<file path="src/sv/dssm_pkg.sv">
package dssm_pkg;

  localparam int KEY_W    = 32;
  localparam int POS_W    = 6;
  localparam int CNT_W    = 7;
  localparam int IN_TDATA_W  = 32;
  localparam int IN_TUSER_W  = 3;
  localparam int OUT_TDATA_W = 64;
  localparam int OUT_TUSER_W = 2;
  localparam int OUT_PAD_W   = OUT_TDATA_W - KEY_W - POS_W - 3 * CNT_W;

  typedef enum logic [1:0] {
    ACT_PUSH  = 2'd0,
    ACT_POP   = 2'd1,
    ACT_PEEK  = 2'd2,
    ACT_CLEAR = 2'd3
  } action_t;

  typedef enum logic [1:0] {
    ST_OK    = 2'd0,
    ST_FULL  = 2'd1,
    ST_EMPTY = 2'd2
  } status_t;

  // result of one beat, minus the word that comes back from memory
  typedef struct packed {
    status_t          status;
    logic             rd_key;
    logic [POS_W-1:0] position;
    logic [CNT_W-1:0] count_first;
    logic [CNT_W-1:0] count_second;
    logic [CNT_W-1:0] count_total;
  } info_t;

endpackage

</file>
<file path="src/sv/dssm_ram.sv">
module dssm_ram #(
  parameter int WIDTH = 32,
  parameter int DEPTH = 64
) (
  input  logic                     clk,
  input  logic                     we,
  input  logic [$clog2(DEPTH)-1:0] waddr,
  input  logic [WIDTH-1:0]         wdata,
  input  logic                     re,
  input  logic [$clog2(DEPTH)-1:0] raddr,
  output logic [WIDTH-1:0]         rdata
);

  logic [WIDTH-1:0] mem [DEPTH];
  logic [WIDTH-1:0] rdata_r;

  always_ff @(posedge clk) begin
    if (we) begin
      mem[waddr] <= wdata;
    end
    if (re) begin
      rdata_r <= mem[raddr];
    end
  end

  assign rdata = rdata_r;

endmodule

</file>
<file path="src/sv/dssm_ctrl.sv">
module dssm_ctrl #(
  parameter int DEPTH = 64
) (
  input  logic                                clk,
  input  logic                                rst_n,
  input  logic                                accept,
  input  dssm_pkg::action_t                   action,
  input  logic                                stack_select,
  input  logic [dssm_pkg::KEY_W-1:0]          key_in,
  output logic                                ram_we,
  output logic [$clog2(DEPTH)-1:0]            ram_waddr,
  output logic [dssm_pkg::KEY_W-1:0]          ram_wdata,
  output logic                                ram_re,
  output logic [$clog2(DEPTH)-1:0]            ram_raddr,
  output dssm_pkg::info_t                     info
);

  localparam int AW = $clog2(DEPTH);
  localparam int CW = $clog2(DEPTH + 1);

  logic [CW-1:0] up_r, up_nxt;
  logic [CW-1:0] dn_r, dn_nxt;
  logic [CW:0]   sum;
  logic [CW-1:0] cnt;
  logic          full;
  logic          empty;
  logic          we;
  logic          re;
  logic [AW-1:0] waddr;
  logic [AW-1:0] raddr;
  dssm_pkg::status_t status;

  assign sum   = {1'b0, up_r} + {1'b0, dn_r};
  assign full  = sum >= (CW + 1)'(DEPTH);
  assign cnt   = stack_select ? dn_r : up_r;
  assign empty = cnt == '0;

  always_comb begin
    up_nxt = up_r;
    dn_nxt = dn_r;
    we     = 1'b0;
    re     = 1'b0;
    waddr  = AW'(up_r);
    raddr  = '0;
    status = dssm_pkg::ST_OK;
    case (action)
      dssm_pkg::ACT_PUSH: begin
        if (full) begin
          status = dssm_pkg::ST_FULL;
        end else if (!stack_select) begin
          we     = 1'b1;
          waddr  = AW'(up_r);
          up_nxt = up_r + 1'b1;
        end else begin
          we     = 1'b1;
          waddr  = AW'(CW'(DEPTH - 1) - dn_r);
          dn_nxt = dn_r + 1'b1;
        end
      end
      dssm_pkg::ACT_POP, dssm_pkg::ACT_PEEK: begin
        if (empty) begin
          status = dssm_pkg::ST_EMPTY;
        end else begin
          re    = 1'b1;
          raddr = stack_select ? AW'(CW'(DEPTH) - cnt) : AW'(cnt - 1'b1);
          if (action == dssm_pkg::ACT_POP) begin
            if (stack_select) begin
              dn_nxt = dn_r - 1'b1;
            end else begin
              up_nxt = up_r - 1'b1;
            end
          end
        end
      end
      dssm_pkg::ACT_CLEAR: begin
        up_nxt = '0;
        dn_nxt = '0;
      end
      default: begin
        up_nxt = up_r;
        dn_nxt = dn_r;
      end
    endcase
  end

  always_ff @(posedge clk) begin
    if (!rst_n) begin
      up_r <= '0;
      dn_r <= '0;
    end else if (accept) begin
      up_r <= up_nxt;
      dn_r <= dn_nxt;
    end
  end

  assign ram_we    = accept && we;
  assign ram_waddr = waddr;
  assign ram_wdata = key_in;
  assign ram_re    = accept && re;
  assign ram_raddr = raddr;

  always_comb begin
    info.status       = status;
    info.rd_key       = re;
    info.position     = re ? dssm_pkg::POS_W'(raddr) : '0;
    info.count_first  = dssm_pkg::CNT_W'(up_nxt);
    info.count_second = dssm_pkg::CNT_W'(dn_nxt);
    info.count_total  = dssm_pkg::CNT_W'({1'b0, up_nxt} + {1'b0, dn_nxt});
  end

endmodule

</file>
<file path="src/sv/dual_stack_shared_memory.sv">
// Two LIFO stacks in one DEPTH-word memory: stack 0 grows up from address 0, stack 1
// grows down from DEPTH-1. A push fails (status full) once both together hold DEPTH
// words; pop or peek on an empty stack returns status empty. Clear resets both counts
// and leaves memory alone. One beat is taken every cycle unless out_tready holds a
// full output register back; its result passes through the synchronous memory read
// and then the output register. Counts are updated and writes land at the accept edge,
// so a read on the next beat already sees the word just pushed.
module dual_stack_shared_memory #(
  parameter int DEPTH = 64
) (
  input  logic                                clk,
  input  logic                                rst_n,
  input  logic                                in_tvalid,
  output logic                                in_tready,
  input  logic [dssm_pkg::IN_TDATA_W-1:0]     in_tdata,  // key_in
  input  logic [dssm_pkg::IN_TUSER_W-1:0]     in_tuser,  // action[1:0], stack_select
  output logic                                out_tvalid,
  input  logic                                out_tready,
  // key_out, position, count_first, count_second, count_total, zero pad
  output logic [dssm_pkg::OUT_TDATA_W-1:0]    out_tdata,
  output logic [dssm_pkg::OUT_TUSER_W-1:0]    out_tuser  // status
);

  localparam int AW = $clog2(DEPTH);

  logic                            accept;
  logic                            advance;
  logic                            ram_we;
  logic [AW-1:0]                   ram_waddr;
  logic [dssm_pkg::KEY_W-1:0]      ram_wdata;
  logic                            ram_re;
  logic [AW-1:0]                   ram_raddr;
  logic [dssm_pkg::KEY_W-1:0]      ram_rdata;
  logic [dssm_pkg::KEY_W-1:0]      key_out;
  dssm_pkg::info_t                 info;
  dssm_pkg::info_t                 p_info_r;
  logic                            p_valid_r;
  logic                            out_valid_r;
  logic [dssm_pkg::OUT_TDATA_W-1:0] out_tdata_r;
  logic [dssm_pkg::OUT_TUSER_W-1:0] out_tuser_r;

  // the read stage only moves on together with the output register
  assign advance   = !out_valid_r || out_tready;
  assign in_tready = !p_valid_r || advance;
  assign accept    = in_tvalid && in_tready;

  dssm_ctrl #(
    .DEPTH(DEPTH)
  ) u_ctrl (
    .clk          (clk),
    .rst_n        (rst_n),
    .accept       (accept),
    .action       (dssm_pkg::action_t'(in_tuser[1:0])),
    .stack_select (in_tuser[2]),
    .key_in       (in_tdata[dssm_pkg::KEY_W-1:0]),
    .ram_we       (ram_we),
    .ram_waddr    (ram_waddr),
    .ram_wdata    (ram_wdata),
    .ram_re       (ram_re),
    .ram_raddr    (ram_raddr),
    .info         (info)
  );

  // read data holds while the read stage stalls: no new read is issued then
  dssm_ram #(
    .WIDTH(dssm_pkg::KEY_W),
    .DEPTH(DEPTH)
  ) u_ram (
    .clk   (clk),
    .we    (ram_we),
    .waddr (ram_waddr),
    .wdata (ram_wdata),
    .re    (ram_re),
    .raddr (ram_raddr),
    .rdata (ram_rdata)
  );

  assign key_out = p_info_r.rd_key ? ram_rdata : '0;

  always_ff @(posedge clk) begin
    if (!rst_n) begin
      p_valid_r   <= 1'b0;
      out_valid_r <= 1'b0;
    end else begin
      if (in_tready) begin
        p_valid_r <= in_tvalid;
      end
      if (advance) begin
        out_valid_r <= p_valid_r;
      end
    end
    if (accept) begin
      p_info_r <= info;
    end
    if (advance && p_valid_r) begin
      out_tdata_r <= {{dssm_pkg::OUT_PAD_W{1'b0}}, p_info_r.count_total,
                      p_info_r.count_second, p_info_r.count_first,
                      p_info_r.position, key_out};
      out_tuser_r <= p_info_r.status;
    end
  end

  assign out_tvalid = out_valid_r;
  assign out_tdata  = out_tdata_r;
  assign out_tuser  = out_tuser_r;

endmodule

</file>
<file path="config.mk">
export PLATFORM = sky130hd
export DESIGN_NAME = dual_stack_shared_memory
export DESIGN_NICKNAME = d
export VERILOG_FILES = /design/src/sv/dssm_pkg.sv /design/src/sv/dssm_ram.sv /design/src/sv/dssm_ctrl.sv /design/src/sv/dual_stack_shared_memory.sv
export SDC_FILE = /design/constraint.sdc
export NUM_CORES = 2
export LEC_CHECK = 0
export BUFFER_PORTS_ARGS = -buffer_cell sky130_fd_sc_hd__buf_4
export CAP_MARGIN = 20
export CORE_MARGIN = 8
export CORE_UTILIZATION = 45
export CTS_BUF_LIST = sky130_fd_sc_hd__clkbuf_4
export CTS_CLUSTER_SIZE = 20
export DETAILED_ROUTE_END_ITERATION = 8
export MAX_ROUTING_LAYER = met4
export SLEW_MARGIN = 20
export SYNTH_ARGS = -nofsm -noshare
export SYNTH_HDL_FRONTEND = slang
export SYNTH_SLANG_ARGS = --single-unit
</file>
<file path="constraint.sdc">
create_clock -name clk -period 7.1 [get_ports clk]
set_clock_uncertainty 0.1 [all_clocks]
set_input_delay 0.355 -clock clk [delete_from_list [all_inputs] [get_ports clk]]
set_output_delay 0.355 -clock clk [all_outputs]
set_load 0.02 [all_outputs]
</file>
# Yosys cells after proc, flatten, opt, wreduce, memory -nomap -nowiden
# Memory sizes are Yosys's and may differ from the RTL's. A register that Yosys moved wholly into a read port is not among the register bits.
# Index checks and enable logic that the tools add are counted.
[totals]
elab_cells = 66
mem_bits_rw = 2048
mem_count = 1
reg_bits = 107
output_inout_bits = 68
[classes]
n_mux = 28
n_lt_le_gt_ge = 1
n_eq_ne = 3
n_addsub = 9
n_reduce_logical = 11
[mem_list]
columns = ["name", "depth", "width", "rd", "rd_ports_with_merged_regs", "write_ports", "line_no", "source"]
rows = [
  ["u_ram.mem", 64, 32, 1, 1, 1, "dssm_ram.sv:14", "logic [WIDTH-1:0] mem [DEPTH];"],
]
[op_table]
columns = ["op", "n"]
rows = [
  ["$mux W7", 11],
  ["$pmux W7 S3", 2],
  ["$mux W6", 6],
  ["$add A7 B1 Y7 const B", 2],
  ["$sub A7 B1 Y7 const B", 2],
  ["$add A7 B7 Y8", 1],
  ["$ge A8 B7 Y1 const B", 1],
  ["$add A7 B7 Y7", 1],
  ["$logic_not A7 Y1", 1],
  ["$mux W1", 7],
  ["$sub A1 B6 Y6 const A", 1],
  ["$sub A6 B1 Y6 const B", 1],
  ["$sub A6 B6 Y6 const A", 1],
  ["$eq A2 B2 Y1 const B", 2],
  ["$logic_and A1 B1 Y1", 4],
  ["$pmux W2 S2", 1],
  ["$eq A2 B1 Y1 const B", 1],
  ["$logic_not A1 Y1", 2],
  ["$logic_not A2 Y1", 1],
  ["$logic_or A1 B1 Y1", 2],
  ["$mux W2", 1],
  ["$reduce_or A2 Y1", 1],
]

# Depth between registers and ports, before layout
[logic_depth]
depth_word = 7
ltp_mapped = 22
depth_no_buf = 19

# By module
# A second synthesis with hierarchy kept.
[hier_totals]
hier_cells = 3827
area_unflattened_um2 = 84494.8
[by_module_without_submodules]
columns = ["mod", "n_inst", "cells_each", "seq_area_each_um2", "area_per_inst_um2"]
rows = [
  ["dssm_ram", 1, 3324, 62459.9, 78835.6],
  ["dual_stack_shared_memory", 1, 141, 2772.7, 3133.0],
  ["dssm_ctrl", 1, 362, 280.3, 2526.2],
]

# Least setup slack after synthesis
# Ideal clock, no wire load.
[synth_timing]
path_kind = "flip-flop to flip-flop"
start = "register u_ctrl.dn_r[0]"
end = "memory u_ram.mem[5][0] (enable)"
stages_incl_launch_ff = 13
setup_slack_ns = 1.648
arrival_time_ns = 4.891
cell_sequence = "dfxtp_1 > ha_1 > fa_1 > a211oi_1 > or4b_1 > nand3_1 > nor2_1 > nand2_1 > buf_4 > mux2i_1 > or2_2 > clkbuf_1 > nor3_1"
[synth_via]
elab_chain_cells = 7
[synth_rtl]
columns = ["item", "line_no", "source"]
rows = [
  ["from (decl)", "dssm_ctrl.sv:22", "logic [CW-1:0] dn_r, dn_nxt;"],
  ["from (signal assigned)", "dssm_ctrl.sv:92", "dn_r <= dn_nxt;"],
  ["$add A7 B7 Y8", "dssm_ctrl.sv:33", "assign sum = {1'b0, up_r} + {1'b0, dn_r};"],
  ["$ge A8 B7 Y1", "dssm_ctrl.sv:34", "assign full = sum >= (CW + 1)'(DEPTH);"],
  ["$mux W1", "dssm_ctrl.sv:48", "if (full) begin"],
  ["$mux W1", "dssm_ctrl.sv:46", "case (action)"],
  ["$logic_and A1 B1 Y1", "dssm_ctrl.sv:96", "assign ram_we = accept && we;"],
  ["$mux W1", "dssm_ram.sv:18", "if (we) begin"],
  ["$mux W1 (not written as such)", "dssm_ram.sv:19", "mem[waddr] <= wdata;"],
  ["to (decl)", "dssm_ram.sv:14", ""],
]
# Parallel ways exist; a longest one is shown, timed or not.

# Worst setup path in the final report
[layout_timing]
start = "register u_ctrl.up_r[0]"
end = "register u_ram.rdata_r[22] (netlist: u_ram.rdata[22]) (read register of u_ram.mem), data pin"
[layout_via]
elab_chain_cells = 5
[layout_rtl]
columns = ["item", "line_no", "source"]
rows = [
  ["from (decl)", "dssm_ctrl.sv:21", "logic [CW-1:0] up_r, up_nxt;"],
  ["from (signal assigned)", "dssm_ctrl.sv:91", "up_r <= up_nxt;"],
  ["$mux W7 (*)", "dssm_ctrl.sv:35", "assign cnt = stack_select ? dn_r : up_r;"],
  ["$sub A6 B1 Y6 (tied with other cells)", "dssm_ctrl.sv:65", "raddr = stack_select ? AW'(CW'(DEPTH) - cnt) : AW'(cnt - 1'b1);"],
  ["$mux W6 / $mux W1 (equally long branches)", "dssm_ctrl.sv:65, dssm_ctrl.sv:61", ""],
  ["$mux W6 / $mux W1 (equally long branches)", "dssm_ctrl.sv:61, dssm_ctrl.sv:46", ""],
  ["$mux W6 / $logic_and A1 B1 Y1 (equally long branches)", "dssm_ctrl.sv:46, dssm_ctrl.sv:99", ""],
  ["to (decl)", "dssm_ram.sv:15", "logic [WIDTH-1:0] rdata_r;"],
]
# Mark *: on every way between the ends. The rest lies on a longest branch, timed or not.
# A chain may end at the register's enable or synchronous reset.

==> run_results.csv <==
group,metric,value,unit
global_route,grt_usage,0.273,
setup_path,timing.rr.start,"u_ctrl.up_r[0]$_SDFFE_PN0P_",
power_and_ir_drop,p_per_area,282,mW/mm^2
logic_synthesis,synth.yosys.seq_area_share,0.766,
routing,vias,56400,
routing,route.detailed.drc,0,
hold_path,min-delay-start,"in_tdata[7]",
hold_path,hp-class,"input port to flip-flop",
power_and_ir_drop,ir_drop,183,uV
logic_synthesis,yosysUniqueCellTypes,94,
clock_network,clk_pin_slew,0.06,ns
sta,rsz0062_at_grt,"no",
routing,wl_per_cell,30.8,um
sta,hold_viol,0,
finish,syn_to_final_growth,14.1,%
setup_path,cp_max_fo,92,
logic_synthesis,synth-seq-cells,2187,
place,portBuffers,101,
setup_path,critPathMaxStageDelay,0.69,ns
power_and_ir_drop,total_power,27.6,mW
setup_path,critPathLaunchType,"flip-flop",
logic_synthesis,synth_edf_count,2171,
sta,fin_crit,5.68,ns
logic_synthesis,ys.flop_type,"edfxtp_1",
global_route,grt-ovfl-total,0,
setup_path,critPathKind,"flip-flop to flip-flop",
floorplanning,num_rows,160,
floorplanning,ios,107,
setup_path,cp_slowest_cell,"inv_8",
finish,post-route-util,0.515,
clock_network,post_cts_buffers,0,
finish,fillers,15900,
run_status,status,"complete, no violations",
clock_network,numCtsBuffers,575,
logic_synthesis,synth_cells,5670,
sta,setup-violations-final,0,
logic_synthesis,synth.top_cell.area_share,0.763,
routing,drt-pass1-iter-count,8,
place,place.gp.congestion,0.919,
logic_synthesis,synth.area.top_cells,"edfxtp_1, nand2_1, o221ai_1, o22ai_1, a31oi_1",
clock_network,cts.sinks,2187,
logic_synthesis,ys_warn_count,0,
floorplanning,initial_core_util,0.451,
power_and_ir_drop,p_leak,32.3,nW
floorplanning,die_h,452,um
logic_synthesis,avgSynthCellArea,15.1,sq um
finish,nets,6293,
sta,fin_crit_sh,0.800,
clock_network,insertion_delay,1.38,ns
sta,fin_setup_tns,0,ns
setup_path,critPathArrivalTime,6.72,ns
logic_synthesis,async_reset_ff_frac,0,
floorplanning,die_x,452,um
setup_path,worst_r2r_path_depth,13,
sta,max_freq,176,MHz
logic_synthesis,synth_area,0.0855,sq mm
run,cap_violations,0,
clock_network,root_buffer,"clkbuf_4",
setup_path,worstPathCellList,"nor2b_1 -> nor2_1 -> ha_1 -> nor4b_2 -> a22oi_2 -> buf_12 -> nand3_4 -> inv_8 -> nor2_4 -> a221oi_1 -> or4_1 -> o2111ai_1 -> o311ai_1",
routing,drt-initial-drc-count,7321,
finish,drive_gt1_frac,0.204,
logic_synthesis,synth_largest_area_cell,"edfxtp_1",
global_route,grt_pass1_vias,54500,
clock_network,cts_max_path_buffers,4,
sta,final_max_slew_viol_count,0,
clock_network,cts_resized,0,
hold_path,min_path_cells,2,
hold_path,min_to,"u_ram.mem[60][7]$_DFFE_PP_",
floorplanning,dieArea,0.204,sq mm
sta,worstMarginPinSlew,1.22,ns
setup_path,endpoint_kind,"flip-flop",
sta,max_slew_margin,0.182,
floorplanning,core_area,0.189,sq mm
clock_network,h-tree-depth,6,
setup_path,crit_required,8.14,ns
setup_path,rr_endpoint,"u_ram.rdata[22]$_DFFE_PP_",
place,dp_hpwl,153000,um
global_route,grt_pass1_wl,395000,um
setup_path,critical_path.top_delay_family,"compound AO/OA/AOI/OAI gates",
clock_network,cts_tree,"done",
routing,drtAntennaViolNets,0,
setup_path,r2r_slack,1.42,ns
routing,via_per_inst,6.19,
routing,routed_wl,280000,um
setup_path,crit_buf_inv,2,
global_route,grt_antenna_before_repair,26,
global_route,grt_max_degree,120,
-- logic make-up after synthesis --
group	Yosys count	share of synthesized area
other cells	1	0.0000439
fa+ha+maj	24	0.00369
flops	2187	0.766
buf+inv	434	0.0245
compound gates	1351	0.108
mux	136	0.0166
simple gates	1527	0.0795
xor+xnor	10	0.00111
-- worst max-delay path by stage --
stage / to / slack [ns] / start / depth (start not counted)
final: u_ram.rdata[22]$_DFFE_PP_ / 1.42 / u_ctrl.up_r[0]$_SDFFE_PN0P_ / 13
after global routing: u_ram.rdata[22]$_DFFE_PP_ / 1.33 / u_ctrl.up_r[0]$_SDFFE_PN0P_ / 13
after CTS: u_ram.rdata[22]$_DFFE_PP_ / 1.64 / u_ctrl.up_r[0]$_SDFFE_PN0P_ / 13
after detailed placement: u_ram.rdata[22]$_DFFE_PP_ / 1.37 / in_tuser[2] / 14
after global placement: u_ram.rdata[22]$_DFFE_PP_ / 1.50 / in_tuser[2] / 14
after floorplan: u_ram.mem[5][0]$_DFFE_PP_ / 1.65 / u_ctrl.dn_r[0]$_SDFFE_PN0P_ / 12
-- layer usage --
metal | track usage | up-vias | share of wire
met2 | 0.415 | 3612 | 0.46
met5 | - | - | 0
met1 | 0.350 | 28400 | 0.38
met4 | 0.129 | 0 | 0.051
met3 | 0.0654 | 580 | 0.11
li1 | - | 23800 | -
-- cells in the mapped netlist, drive strengths merged, types with 8 or more instances --
cell and instances:
a22o 9, nor3 78, o221ai 163, a21o 9, a211o 13, o22ai 225, edfxtp 2171, inv 23
nor2b 9, nand4 10, a31oi 182, dfxtp 16, and3 124, o22a 8, or3 11, a211oi 71
ha 22, o211ai 32, nand3 147, or2 12, o2111ai 17, a31o 13, clkbuf 157, buf 254
a22oi 60, nand2 891, o21a 9, nor4 8, and2 37, nor2 162, a221o 15, mux2i 100
or4 13, mux2 35, a221oi 70, a21oi 196, o21ai 182, nor3b 9, o311ai 21
-- registers in the layout (all words and copies together) (netlist names) --
register	flops
p_valid_r	1
out_tuser	2
out_tdata	59
out_tvalid	1
p_info_r	30
u_ram.rdata	32
u_ctrl.dn_r	7
u_ctrl.up_r	7
u_ram.mem	2048
-- power breakdown --
group / switching, mW / internal, mW / total (mW)
sequential: 0.0319 / 14.3 / 14.3
clock: 5.01 / 5.69 / 10.7
combinational: 1.88 / 0.665 / 2.54
-- cell type report --
class | count | area [sq um] | area share
tap | 2511 | 3140 | 0.0322
clock buffer | 827 | 6210 | 0.0637
antenna | 17 | 42.5 | 0.000436
multi-input combinational | 3053 | 18500 | 0.190
clock inverter | 104 | 693 | 0.00711
timing repair buffer | 390 | 3350 | 0.0343
inverter | 23 | 106 | 0.00109
sequential | 2187 | 65500 | 0.672
-- worst register-to-register path, delay by kind of cell (launching register included) --
family          cells  cell delay [ns]
fa+ha+maj           1             0.23
buf+inv             2             1.09
compound gates      4             1.88
flops               1             0.56
simple gates        6             1.69
-- cell usage in the layout (no fill, tap or decap), types with 11 or more instances in the layout --
cell type and n:
edfxtp_1 2171, nand2_1 886, clkbuf_4 827, buf_4 295
o22ai_1 225, a21oi_1 193, a31oi_1 181, o21ai_0 178
o221ai_1 163, nand3_1 145, and3_1 124, nor2_1 123
mux2i_1 98, dlygate4sd3_1 77, clkinv_1 72, a211oi_1 71
a221oi_1 70, a22oi_1 59, nor3_1 40, and2_1 37
nor2_4 35, mux2_2 35, nor3_2 33, o211ai_1 31
ha_1 22, inv_2 19, diode_2 17, o2111ai_1 17
o311ai_1 17, buf_12 16, dfxtp_1 16, inv_1 15
a221o_1 15, a31o_2 13, or4_1 13, a211o_1 13
bufinv_16 11
-- through the flow --
stage               cell area [sq um]  hold slack [ns]  setup slack, ns  instances
finish                          97500           0.0709             1.42       9112
global route                    97500           0.0289             1.33       9106
CTS                             97500         0.000717             1.64       9094
detailed placement              89800            0.305             1.37       8085
global placement                89700            0.301             1.50       8084
floorplan                       85500            0.300             1.65       5674
-- repair_timing --
action,in CTS,in global routing
hold endpoints to repair,2136,0
endpoints found under the setup margin,0,0
hold buffers,78,0
No activity file was read; power rests on OpenSTA's default activity.
